===== src/sv/lidar_point_stream_filter_assert.svh =====
// assertion macros for the lidar point stream filter
`ifndef LIDAR_POINT_STREAM_FILTER_ASSERT_SVH
`define LIDAR_POINT_STREAM_FILTER_ASSERT_SVH

`ifndef SYNTHESIS

// same-cycle implication
`define LPSF_ASSERT_IMPLY(label, clk, rst_n, cond, prop) \
    label: assert property (@(posedge clk) disable iff (!rst_n) (cond) |-> (prop)) \
        else $error("lpsf assertion failed");

// next-cycle implication
`define LPSF_ASSERT_NEXT(label, clk, rst_n, cond, prop) \
    label: assert property (@(posedge clk) disable iff (!rst_n) (cond) |=> (prop)) \
        else $error("lpsf assertion failed");

`else

`define LPSF_ASSERT_IMPLY(label, clk, rst_n, cond, prop)
`define LPSF_ASSERT_NEXT(label, clk, rst_n, cond, prop)

`endif

`endif


===== src/sv/lpsf_pkg.sv =====
// shared types and constants of the lidar point stream filter
package lpsf_pkg;

    localparam int CoordWidth  = 32;
    localparam int SquareWidth = 2 * CoordWidth;
    localparam int CfgWidth    = 40;
    localparam int CfgIdxWidth = 2;

    localparam logic [CfgIdxWidth-1:0] REG_SCAN_LINE_COUNT  = 2'd0;
    localparam logic [CfgIdxWidth-1:0] REG_DECIMATION_RATIO = 2'd1;
    localparam logic [CfgIdxWidth-1:0] REG_BLIND_RADIUS_SQ  = 2'd2;

    localparam logic [7:0]  SCAN_LINE_COUNT_RESET  = 8'd6;
    localparam logic [7:0]  DECIMATION_RATIO_RESET = 8'd1;
    localparam logic [39:0] BLIND_RADIUS_SQ_RESET  = 40'd42949673;

    localparam logic [7:0] ECHO_MASK   = 8'h30;
    localparam logic [7:0] ECHO_FIRST  = 8'h00;
    localparam logic [7:0] ECHO_SECOND = 8'h10;

    typedef struct packed {
        logic                         frame_start;
        logic signed [CoordWidth-1:0] pos_x;
        logic signed [CoordWidth-1:0] pos_y;
        logic signed [CoordWidth-1:0] pos_z;
        logic [7:0]                   reflectivity;
        logic [7:0]                   tag_bits;
        logic [7:0]                   scan_line;
        logic [31:0]                  time_offset_ns;
    } point_in_t;

    typedef struct packed {
        logic signed [CoordWidth-1:0] out_x;
        logic signed [CoordWidth-1:0] out_y;
        logic signed [CoordWidth-1:0] out_z;
        logic [7:0]                   out_intensity;
        logic [31:0]                  out_time_ns;
    } point_out_t;

    typedef struct packed {
        logic [7:0]          scan_line_count;
        logic [7:0]          decimation_ratio;
        logic [CfgWidth-1:0] blind_radius_sq;
    } cfg_t;

    typedef struct packed {
        point_in_t              pt;
        logic [SquareWidth-1:0] sq_x;
        logic [SquareWidth-1:0] sq_y;
    } stage_t;

endpackage


===== src/sv/lidar_point_stream_filter.sv =====
// top level of the lidar point stream filter
//
//  channel   | beat type              | handshake
//  ----------+------------------------+--------------------------------
//  point     | lpsf_pkg::point_in_t   | point_valid / point_stall
//  result    | lpsf_pkg::point_out_t  | result_valid / result_stall
//  cfg       | 40 bit data, 2 bit idx | cfg_wr_en, no wait
//
// one point per cycle sustained while result_stall stays low; a point enters the input register
// when it is accepted and then passes through the squares register to the result register
// the 32x32 squaring is cut off by its own register ahead of the decision stage
// reset clears config to defaults, the point history, the decimation phase and all valids
// result_stall backs up through both internal stages to point_stall in the same cycle
// points that produce no result are dropped without a result beat
`include "lidar_point_stream_filter_assert.svh"

module lidar_point_stream_filter (
    input  logic                                clk,
    input  logic                                rst_n,
    input  logic                                point_valid,
    output logic                                point_stall,
    input  lpsf_pkg::point_in_t                 point_data,
    output logic                                result_valid,
    input  logic                                result_stall,
    output lpsf_pkg::point_out_t                result_data,
    input  logic                                cfg_wr_en,
    input  logic [lpsf_pkg::CfgIdxWidth-1:0]    cfg_index,
    input  logic [lpsf_pkg::CfgWidth-1:0]       cfg_data
);

    lpsf_pkg::cfg_t       cfg_reg, cfg_next;
    lpsf_pkg::point_in_t  s1_reg;
    lpsf_pkg::stage_t     s2_reg, s2_next;
    lpsf_pkg::point_out_t result_reg;
    logic s1_valid_reg, s1_valid_next;
    logic s2_valid_reg, s2_valid_next;
    logic result_valid_reg, result_valid_next;
    logic out_free;
    logic s2_load;
    logic s1_load;
    logic point_accept;
    logic emit;
    logic [lpsf_pkg::CoordWidth-1:0] mag_x;
    logic [lpsf_pkg::CoordWidth-1:0] mag_y;

    always_comb
    begin
        cfg_next = cfg_reg;
        if (cfg_wr_en)
        begin
            unique case (cfg_index)
                lpsf_pkg::REG_SCAN_LINE_COUNT:  cfg_next.scan_line_count  = cfg_data[7:0];
                lpsf_pkg::REG_DECIMATION_RATIO: cfg_next.decimation_ratio = cfg_data[7:0];
                lpsf_pkg::REG_BLIND_RADIUS_SQ:  cfg_next.blind_radius_sq  = cfg_data;
                default:                        cfg_next = cfg_reg;
            endcase
        end
    end

    always_comb
    begin
        out_free     = !result_valid_reg || !result_stall;
        s2_load      = !s2_valid_reg || out_free;
        s1_load      = !s1_valid_reg || s2_load;
        point_accept = point_valid && s1_load;

        s1_valid_next     = s1_load ? point_valid : s1_valid_reg;
        s2_valid_next     = s2_load ? s1_valid_reg : s2_valid_reg;
        result_valid_next = out_free ? (s2_valid_reg && emit) : result_valid_reg;

        // magnitude of the most negative value wraps back to itself, read as unsigned
        mag_x = s1_reg.pos_x[lpsf_pkg::CoordWidth-1] ? (~s1_reg.pos_x + 32'd1) : s1_reg.pos_x;
        mag_y = s1_reg.pos_y[lpsf_pkg::CoordWidth-1] ? (~s1_reg.pos_y + 32'd1) : s1_reg.pos_y;

        s2_next.pt   = s1_reg;
        s2_next.sq_x = mag_x * mag_x;
        s2_next.sq_y = mag_y * mag_y;
    end

    always_ff @(posedge clk or negedge rst_n)
    begin
        if (!rst_n)
        begin
            cfg_reg.scan_line_count  <= lpsf_pkg::SCAN_LINE_COUNT_RESET;
            cfg_reg.decimation_ratio <= lpsf_pkg::DECIMATION_RATIO_RESET;
            cfg_reg.blind_radius_sq  <= lpsf_pkg::BLIND_RADIUS_SQ_RESET;
            s1_valid_reg     <= 1'b0;
            s2_valid_reg     <= 1'b0;
            result_valid_reg <= 1'b0;
        end
        else
        begin
            cfg_reg          <= cfg_next;
            s1_valid_reg     <= s1_valid_next;
            s2_valid_reg     <= s2_valid_next;
            result_valid_reg <= result_valid_next;
        end
    end

    always_ff @(posedge clk)
    begin
        if (point_accept)
        begin
            s1_reg <= point_data;
        end
        if (s2_load && s1_valid_reg)
        begin
            s2_reg <= s2_next;
        end
        if (out_free && s2_valid_reg && emit)
        begin
            result_reg.out_x         <= s2_reg.pt.pos_x;
            result_reg.out_y         <= s2_reg.pt.pos_y;
            result_reg.out_z         <= s2_reg.pt.pos_z;
            result_reg.out_intensity <= s2_reg.pt.reflectivity;
            result_reg.out_time_ns   <= s2_reg.pt.time_offset_ns;
        end
    end

    lpsf_gate u_gate (
        .clk   (clk),
        .rst_n (rst_n),
        .cfg   (cfg_reg),
        .step  (s2_valid_reg && out_free),
        .item  (s2_reg),
        .emit  (emit)
    );

    assign point_stall  = !s1_load;
    assign result_valid = result_valid_reg;
    assign result_data  = result_reg;

    // a held result blocks the decision stage
    `LPSF_ASSERT_NEXT(a_result_held_blocks, clk, rst_n, result_valid_reg && result_stall && s2_valid_reg, s2_valid_reg && $stable(s2_reg))
    // a new result beat always comes from a point in the decision stage
    `LPSF_ASSERT_NEXT(a_result_has_source, clk, rst_n, out_free && !s2_valid_reg, !result_valid_reg)
    // a full pipeline with a held result takes no new point
    `LPSF_ASSERT_IMPLY(a_full_stalls_input, clk, rst_n, s1_valid_reg && s2_valid_reg && result_valid_reg && result_stall, point_stall)

endmodule


===== src/sv/lpsf_gate.sv =====
// qualification, decimation, duplicate and blind-zone decision with point history
`include "lidar_point_stream_filter_assert.svh"

module lpsf_gate (
    input  logic            clk,
    input  logic            rst_n,
    input  lpsf_pkg::cfg_t   cfg,
    input  logic            step,
    input  lpsf_pkg::stage_t item,
    output logic            emit
);

    logic signed [lpsf_pkg::CoordWidth-1:0] last_x_reg, last_x_next, last_x_cur;
    logic signed [lpsf_pkg::CoordWidth-1:0] last_y_reg, last_y_next, last_y_cur;
    logic signed [lpsf_pkg::CoordWidth-1:0] last_z_reg, last_z_next, last_z_cur;
    logic [7:0] phase_reg, phase_next, phase_cur;
    logic [7:0] ratio_eff;
    logic [8:0] phase_inc;
    logic [7:0] echo;
    logic       qual;
    logic       keep;
    logic       differs;
    logic       far;
    logic [lpsf_pkg::SquareWidth-1:0] radius_sq;

    always_comb
    begin
        phase_cur  = item.pt.frame_start ? 8'd0 : phase_reg;
        last_x_cur = item.pt.frame_start ? '0 : last_x_reg;
        last_y_cur = item.pt.frame_start ? '0 : last_y_reg;
        last_z_cur = item.pt.frame_start ? '0 : last_z_reg;

        ratio_eff = (cfg.decimation_ratio == 8'd0) ? 8'd1 : cfg.decimation_ratio;
        echo      = item.pt.tag_bits & lpsf_pkg::ECHO_MASK;
        qual      = (item.pt.scan_line < cfg.scan_line_count) &&
                    (echo == lpsf_pkg::ECHO_FIRST || echo == lpsf_pkg::ECHO_SECOND);
        keep      = (phase_cur == 8'd0);
        phase_inc = {1'b0, phase_cur} + 9'd1;

        differs = (item.pt.pos_x != last_x_cur) ||
                  (item.pt.pos_y != last_y_cur) ||
                  (item.pt.pos_z != last_z_cur);
        radius_sq = {{(lpsf_pkg::SquareWidth - lpsf_pkg::CfgWidth){1'b0}},
                     cfg.blind_radius_sq};
        far  = (item.sq_x + item.sq_y) > radius_sq;
        emit = qual && keep && differs && far;
    end

    always_comb
    begin
        phase_next  = phase_reg;
        last_x_next = last_x_reg;
        last_y_next = last_y_reg;
        last_z_next = last_z_reg;
        if (step)
        begin
            phase_next = phase_cur;
            if (qual)
            begin
                phase_next = (phase_inc >= {1'b0, ratio_eff}) ? 8'd0 : phase_inc[7:0];
            end
            last_x_next = emit ? item.pt.pos_x : last_x_cur;
            last_y_next = emit ? item.pt.pos_y : last_y_cur;
            last_z_next = emit ? item.pt.pos_z : last_z_cur;
        end
    end

    always_ff @(posedge clk or negedge rst_n)
    begin
        if (!rst_n)
        begin
            phase_reg  <= '0;
            last_x_reg <= '0;
            last_y_reg <= '0;
            last_z_reg <= '0;
        end
        else
        begin
            phase_reg  <= phase_next;
            last_x_reg <= last_x_next;
            last_y_reg <= last_y_next;
            last_z_reg <= last_z_next;
        end
    end

    // an emitted point becomes the history
    `LPSF_ASSERT_NEXT(a_history_follows_emit, clk, rst_n, step && emit, last_x_reg == $past(item.pt.pos_x) && last_y_reg == $past(item.pt.pos_y) && last_z_reg == $past(item.pt.pos_z))
    // frame start with nothing emitted leaves an empty history
    `LPSF_ASSERT_NEXT(a_frame_clears_history, clk, rst_n, step && item.pt.frame_start && !emit, last_x_reg == '0 && last_y_reg == '0 && last_z_reg == '0)
    // rejected points in a running frame leave the decimation phase and the x and z history alone
    `LPSF_ASSERT_NEXT(a_reject_holds_state, clk, rst_n, step && !qual && !item.pt.frame_start, $stable(phase_reg) && $stable(last_x_reg) && $stable(last_z_reg))

endmodule


===== config.mk =====
export PLATFORM = sky130hd
export DESIGN_NAME = lidar_point_stream_filter
export DESIGN_NICKNAME = d
export VERILOG_FILES = /design/src/sv/lpsf_pkg.sv /design/src/sv/lidar_point_stream_filter.sv /design/src/sv/lpsf_gate.sv
export VERILOG_INCLUDE_DIRS = /design/src /design/src/sv
export SDC_FILE = /design/constraint.sdc
export NUM_CORES = 2
export LEC_CHECK = 0
export BUFFER_PORTS_ARGS = -buffer_cell sky130_fd_sc_hd__buf_2
export CAP_MARGIN = 0
export CORE_MARGIN = 2
export CORE_UTILIZATION = 50
export CTS_CLUSTER_SIZE = 28
export DETAILED_ROUTE_END_ITERATION = 12
export GPL_TIMING_DRIVEN = 1
export PLACE_DENSITY_LB_ADDON = 0.05
export SKIP_LAST_GASP = 1
export SLEW_MARGIN = 20
export SYNTH_ARGS = -nofsm -noshare
export SYNTH_HDL_FRONTEND = slang
export SYNTH_HIERARCHICAL = 1
export SYNTH_SLANG_ARGS = --single-unit

===== constraint.sdc =====
create_clock -name clk -period 25 [get_ports clk]
set_input_delay 1.25 -clock clk [delete_from_list [all_inputs] [get_ports clk]]
set_output_delay 1.25 -clock clk [all_outputs]
set_load 0.05 [all_outputs]

Word-level counts from Yosys, hierarchy flattened
Cells that the tools add are included.
- add/subtract/negate cells: 4
- multiply operators: 2
- $lt $le $gt $ge: 3
- equality and inequality tests: 6
- multiplexer cells: 12
- bitwise gates (word level): 2
- reduce and logical (&&, ||, !) cells: 27
- operators by type and width (operator ; number):
    32-bit two-way mux ; 8
    32-bit by 32-bit multiplier with 64-bit output ; 2
    32-bit != test ; 3
    32-bit by 1-bit adder with 32-bit output, second input constant ; 2
    64-bit adder ; 1
    64-bit by 40-bit greater-than comparator with 1-bit output ; 1
    32-bit inverter ; 2
    8-bit two-way mux ; 4
    8-bit zero test ; 3
    8-bit by 1-bit adder with 9-bit output, second input constant ; 1
    9-bit by 8-bit >= comparator with 1-bit output ; 1
    1-bit logical AND ; 9
    8-bit < comparator ; 1
    1-bit logical OR ; 6
    2-bit AND reduction ; 3
    1-bit zero test ; 5
    2-bit by 1-bit == test with 1-bit output, second input constant ; 2
    2-bit == test, second input constant ; 1
    2-bit zero test ; 1
- bits in registers: 729
- input bits: 200
- output and inout port bits: 138

Logic depth before layout (Yosys ltp)
- word-level depth: 7
- mapped depth: 43

By module
Netlist, hierarchy kept.
- by module, submodules not included (module ; times used ; cells each ; area an instance (um2) ; sequential area each (um2)):
    lidar_point_stream_filter ; 1 ; 7119 ; 77247.8 ; 18492.7
    lpsf_gate ; 1 ; 1985 ; 14312.5 ; 2602.5

Worst setup path after synthesis
OpenSTA, ideal clock, no wires.
- path type: register -> register
- start: reg s2_reg[15] (netlist name)
- end: reg result_reg, in the netlist result_data[0], enable pin
- arrival time: 11.165 ns
- setup slack: 13.158 ns
- cell stages (with the launch flop): 26
- buffers on the path: 3
- path through: edfxtp_1 ha_1 buf_2 a21oi_1 o211ai_1 a21boi_0 a31oi_1 a21boi_0 nor3_1 or2_2 xor2_1 ha_1 nand4_1 or4_1 a211oi_1 o31ai_1 nand4_1 a2111oi_0 and4b_1 and4_1 buf_4 a31o_4 inv_2 buf_2 nand2_1 a21oi_1
- longest elaborated chain between the ends: 4
- RTL lines (item ; line ; RTL):
    start, declared ; lidar_point_stream_filter.sv:33 ; lpsf_pkg::stage_t s2_reg, s2_next;
    start signal, assigned ; lidar_point_stream_filter.sv:108 ; s2_reg <= s2_next;
    64-bit adder ; lpsf_gate.sv:45 ; far = (item.sq_x + item.sq_y) > radius_sq;
    64-bit by 40-bit greater-than comparator with 1-bit output ; lpsf_gate.sv:45 ;
    1-bit logical AND ; lpsf_gate.sv:46 ; emit = qual && keep && differs && far;
    named net emit ; lidar_point_stream_filter.sv:42 ; logic emit;
    1-bit logical AND ; lidar_point_stream_filter.sv:110 ; if (out_free && s2_valid_reg && emit)
    end, declared ; lidar_point_stream_filter.sv:34 ; lpsf_pkg::point_out_t result_reg;
The timed path passes the listed nets, and every way through them passes these cells.
A chain may end at the register's enable or synchronous reset.

==> results.md <==
- Post-Syn Area per Cell: 10.0 um2
- Area after DPL: 95900 um2
- Starting Density: 50.4%
- Post-DP HPWL: 211 mm
- Largest net degree at the start of global routing: 87
- Tmin final: 13.00 ns
- Vias in the first global route: 69704
- Final setup vio count: 0
- WL/cell: 23.1 um
- CTS sink count: 715
- Reg clk slew, reported paths: 0.07 ns
- Synthesis-to-layout area growth: 8.39%
- CTS Buf Count: 82
- Fillers: 16311
- Storage cell area: 20700 um2
- First-pass GRT wire length: 420 mm
- CTS tree: done
- Hold_buf cts: 0
- Drt initial violations: 5409
- Hold Path Class: reg -> reg
- Syn Std Cell Area: 91100 um2
- DP Worst Slack: 12.37 ns
- Crit Path Category: reg -> reg
- Synthesis Warnings: 6
- Max reg flops: 270
- Buffers plus inverters on the worst setup path: 4
- # Post-CTS Setup Buffers: 0
- Status: completed
- Placer Congestion: 0.949
- Total number of vias: 65480
- Gate count of the mapped netlist: 9090
- Slowest CP cell: clkinv_1
- CTS Buffer Depth: 3
- Relative slew slack: 20.8%
- DR pass1 iterations: 7
- Final Max Tran Viols: 0
- Final Instance Area: 98800 um2
- Initial antenna violation count: 2
- Die W: 431 um
- RSZ-0062 raised after global routing: no
- Clock Latency Late Sink: 0.71 ns
- Rows: 156
- Multi-input gate area: 61800 um2
- H-tree Lvls: 3
- Max-cap violation count: 0
- CP Max Fanout: 18
- Actual slew at the worst max-slew pin: 1.19 ns
- Worst EP arrival: 13.43 ns
- Global Route Usage Sum: 30.0%
- Via density per instance: 5.55
- Data required time at the worst endpoint: 25.42 ns
- Fmax: 76.9 MHz
- CTS root buffer: clkbuf_16
- Crit. End Element: flop
- Min setup slack post-route: 12.00 ns
- TNS Setup: 0 ns
- Critical Path Source Type: flop
- Share of cells above drive strength 1: 8.69%
- Final #Nets: 11828
- Post_cts resized: 0
- Period utilization: 52.0%
- Final WL: 272 mm
- Most used cell, CP: fa_1
- DRC: 0
- Slowest cell delay on critical path: 0.88 ns
- Die Ht: 431 um
- Final hold viol count: 0
- PortBufs: 330
- Core area: 181000 um2
- Hold slack: 0.410 ns
- CP top delay family: adder cells
- Final ANT Viol Nets: 0
- Die ar.: 186000 um2
- Clock skew: 0.0394 ns
- Grt total ovfl: 0
- # IOs: 338
## final timing paths
check	startpoint	to	slack, ns	depth (start not counted)
hold / removal	s2_reg[183]	result_data[39]	0.41	0
setup reg to reg	s1_reg[129]	s2_reg[113]	12.00	30
max in group asynchronous	rst_n	cfg_reg[32]	22.38	3
setup / recovery	s1_reg[129]	s2_reg[113]	12.00	30
min in group asynchronous	rst_n	u_gate/last_y_reg[30]	0.55	1
hold reg to reg	s2_reg[183]	result_data[39]	0.41	0
## per-layer routing
metal  up-vias  share of wire [%]  GRT usage, %  routed length, um
met5         -                  0             0                  0
met4         0                4.6          11.8              12600
met3       455                7.1          4.69              19400
met2      2265                 47          48.7             127000
met1     33581                 42          40.7             113000
li1      29179                  -             -                  -
## area by class of cell
class	instances	area share (%)
Sequential cell	715	20.9
Antenna cell	1	0.00253
Timing Repair Buffer	460	2.67
Tap cell	2370	3.00
Clock buffer	93	2.14
Inverter	2088	7.94
Clock inverter	61	0.735
Multi-Input combinational cell	6001	62.6
## through the flow
| step | utilization [%] | cells |
|---|---|---|
| 4_1_cts | 54.6 | 11788 |
| 3_3_place_gp | 53.0 | 11634 |
| 6_report | 54.6 | 11789 |
| 3_5_place_dp | 53.0 | 11634 |
| 2_1_floorplan | - | 9142 |
| 5_1_grt | 54.6 | 11788 |
## placed cells by master (no fill, tap or decap), drive strengths merged, types with 17 or more instances in the layout
| cell | n |
|---|---|
| mux2 | 61 |
| dfrtp | 147 |
| nor4bb | 35 |
| o21ai | 178 |
| nand2b | 45 |
| fa | 1591 |
| clkbuf | 94 |
| xnor2 | 211 |
| o32ai | 35 |
| xor2 | 125 |
| clkinv | 55 |
| a21o | 115 |
| nand3 | 55 |
| nor4 | 25 |
| buf | 459 |
| o21bai | 36 |
| ha | 689 |
| and2 | 17 |
| nor2b | 18 |
| nand4 | 86 |
| nor3 | 60 |
| o211ai | 115 |
| a31oi | 52 |
| o21a | 21 |
| nand2 | 949 |
| edfxtp | 552 |
| nor2 | 762 |
| a211oi | 23 |
| conb | 54 |
| or3 | 24 |
| a21oi | 265 |
| inv | 2077 |
| o31ai | 119 |
| a221oi | 18 |
## worst register-to-register path, delay by kind of cell, from the launching register on
kind | cells | cell delay, ns
and+or+nand+nor | 7 | 2.46
xor gates and xnor gates | 2 | 0.32
buffers and inverters | 4 | 1.38
adders and majority gates | 9 | 4.50
DFF | 1 | 0.54
AOI/OAI and AO/OA | 8 | 3.54
Power is not shown: default switching activity piles up to over one toggle a cycle in this logic, so the estimate is an artifact.
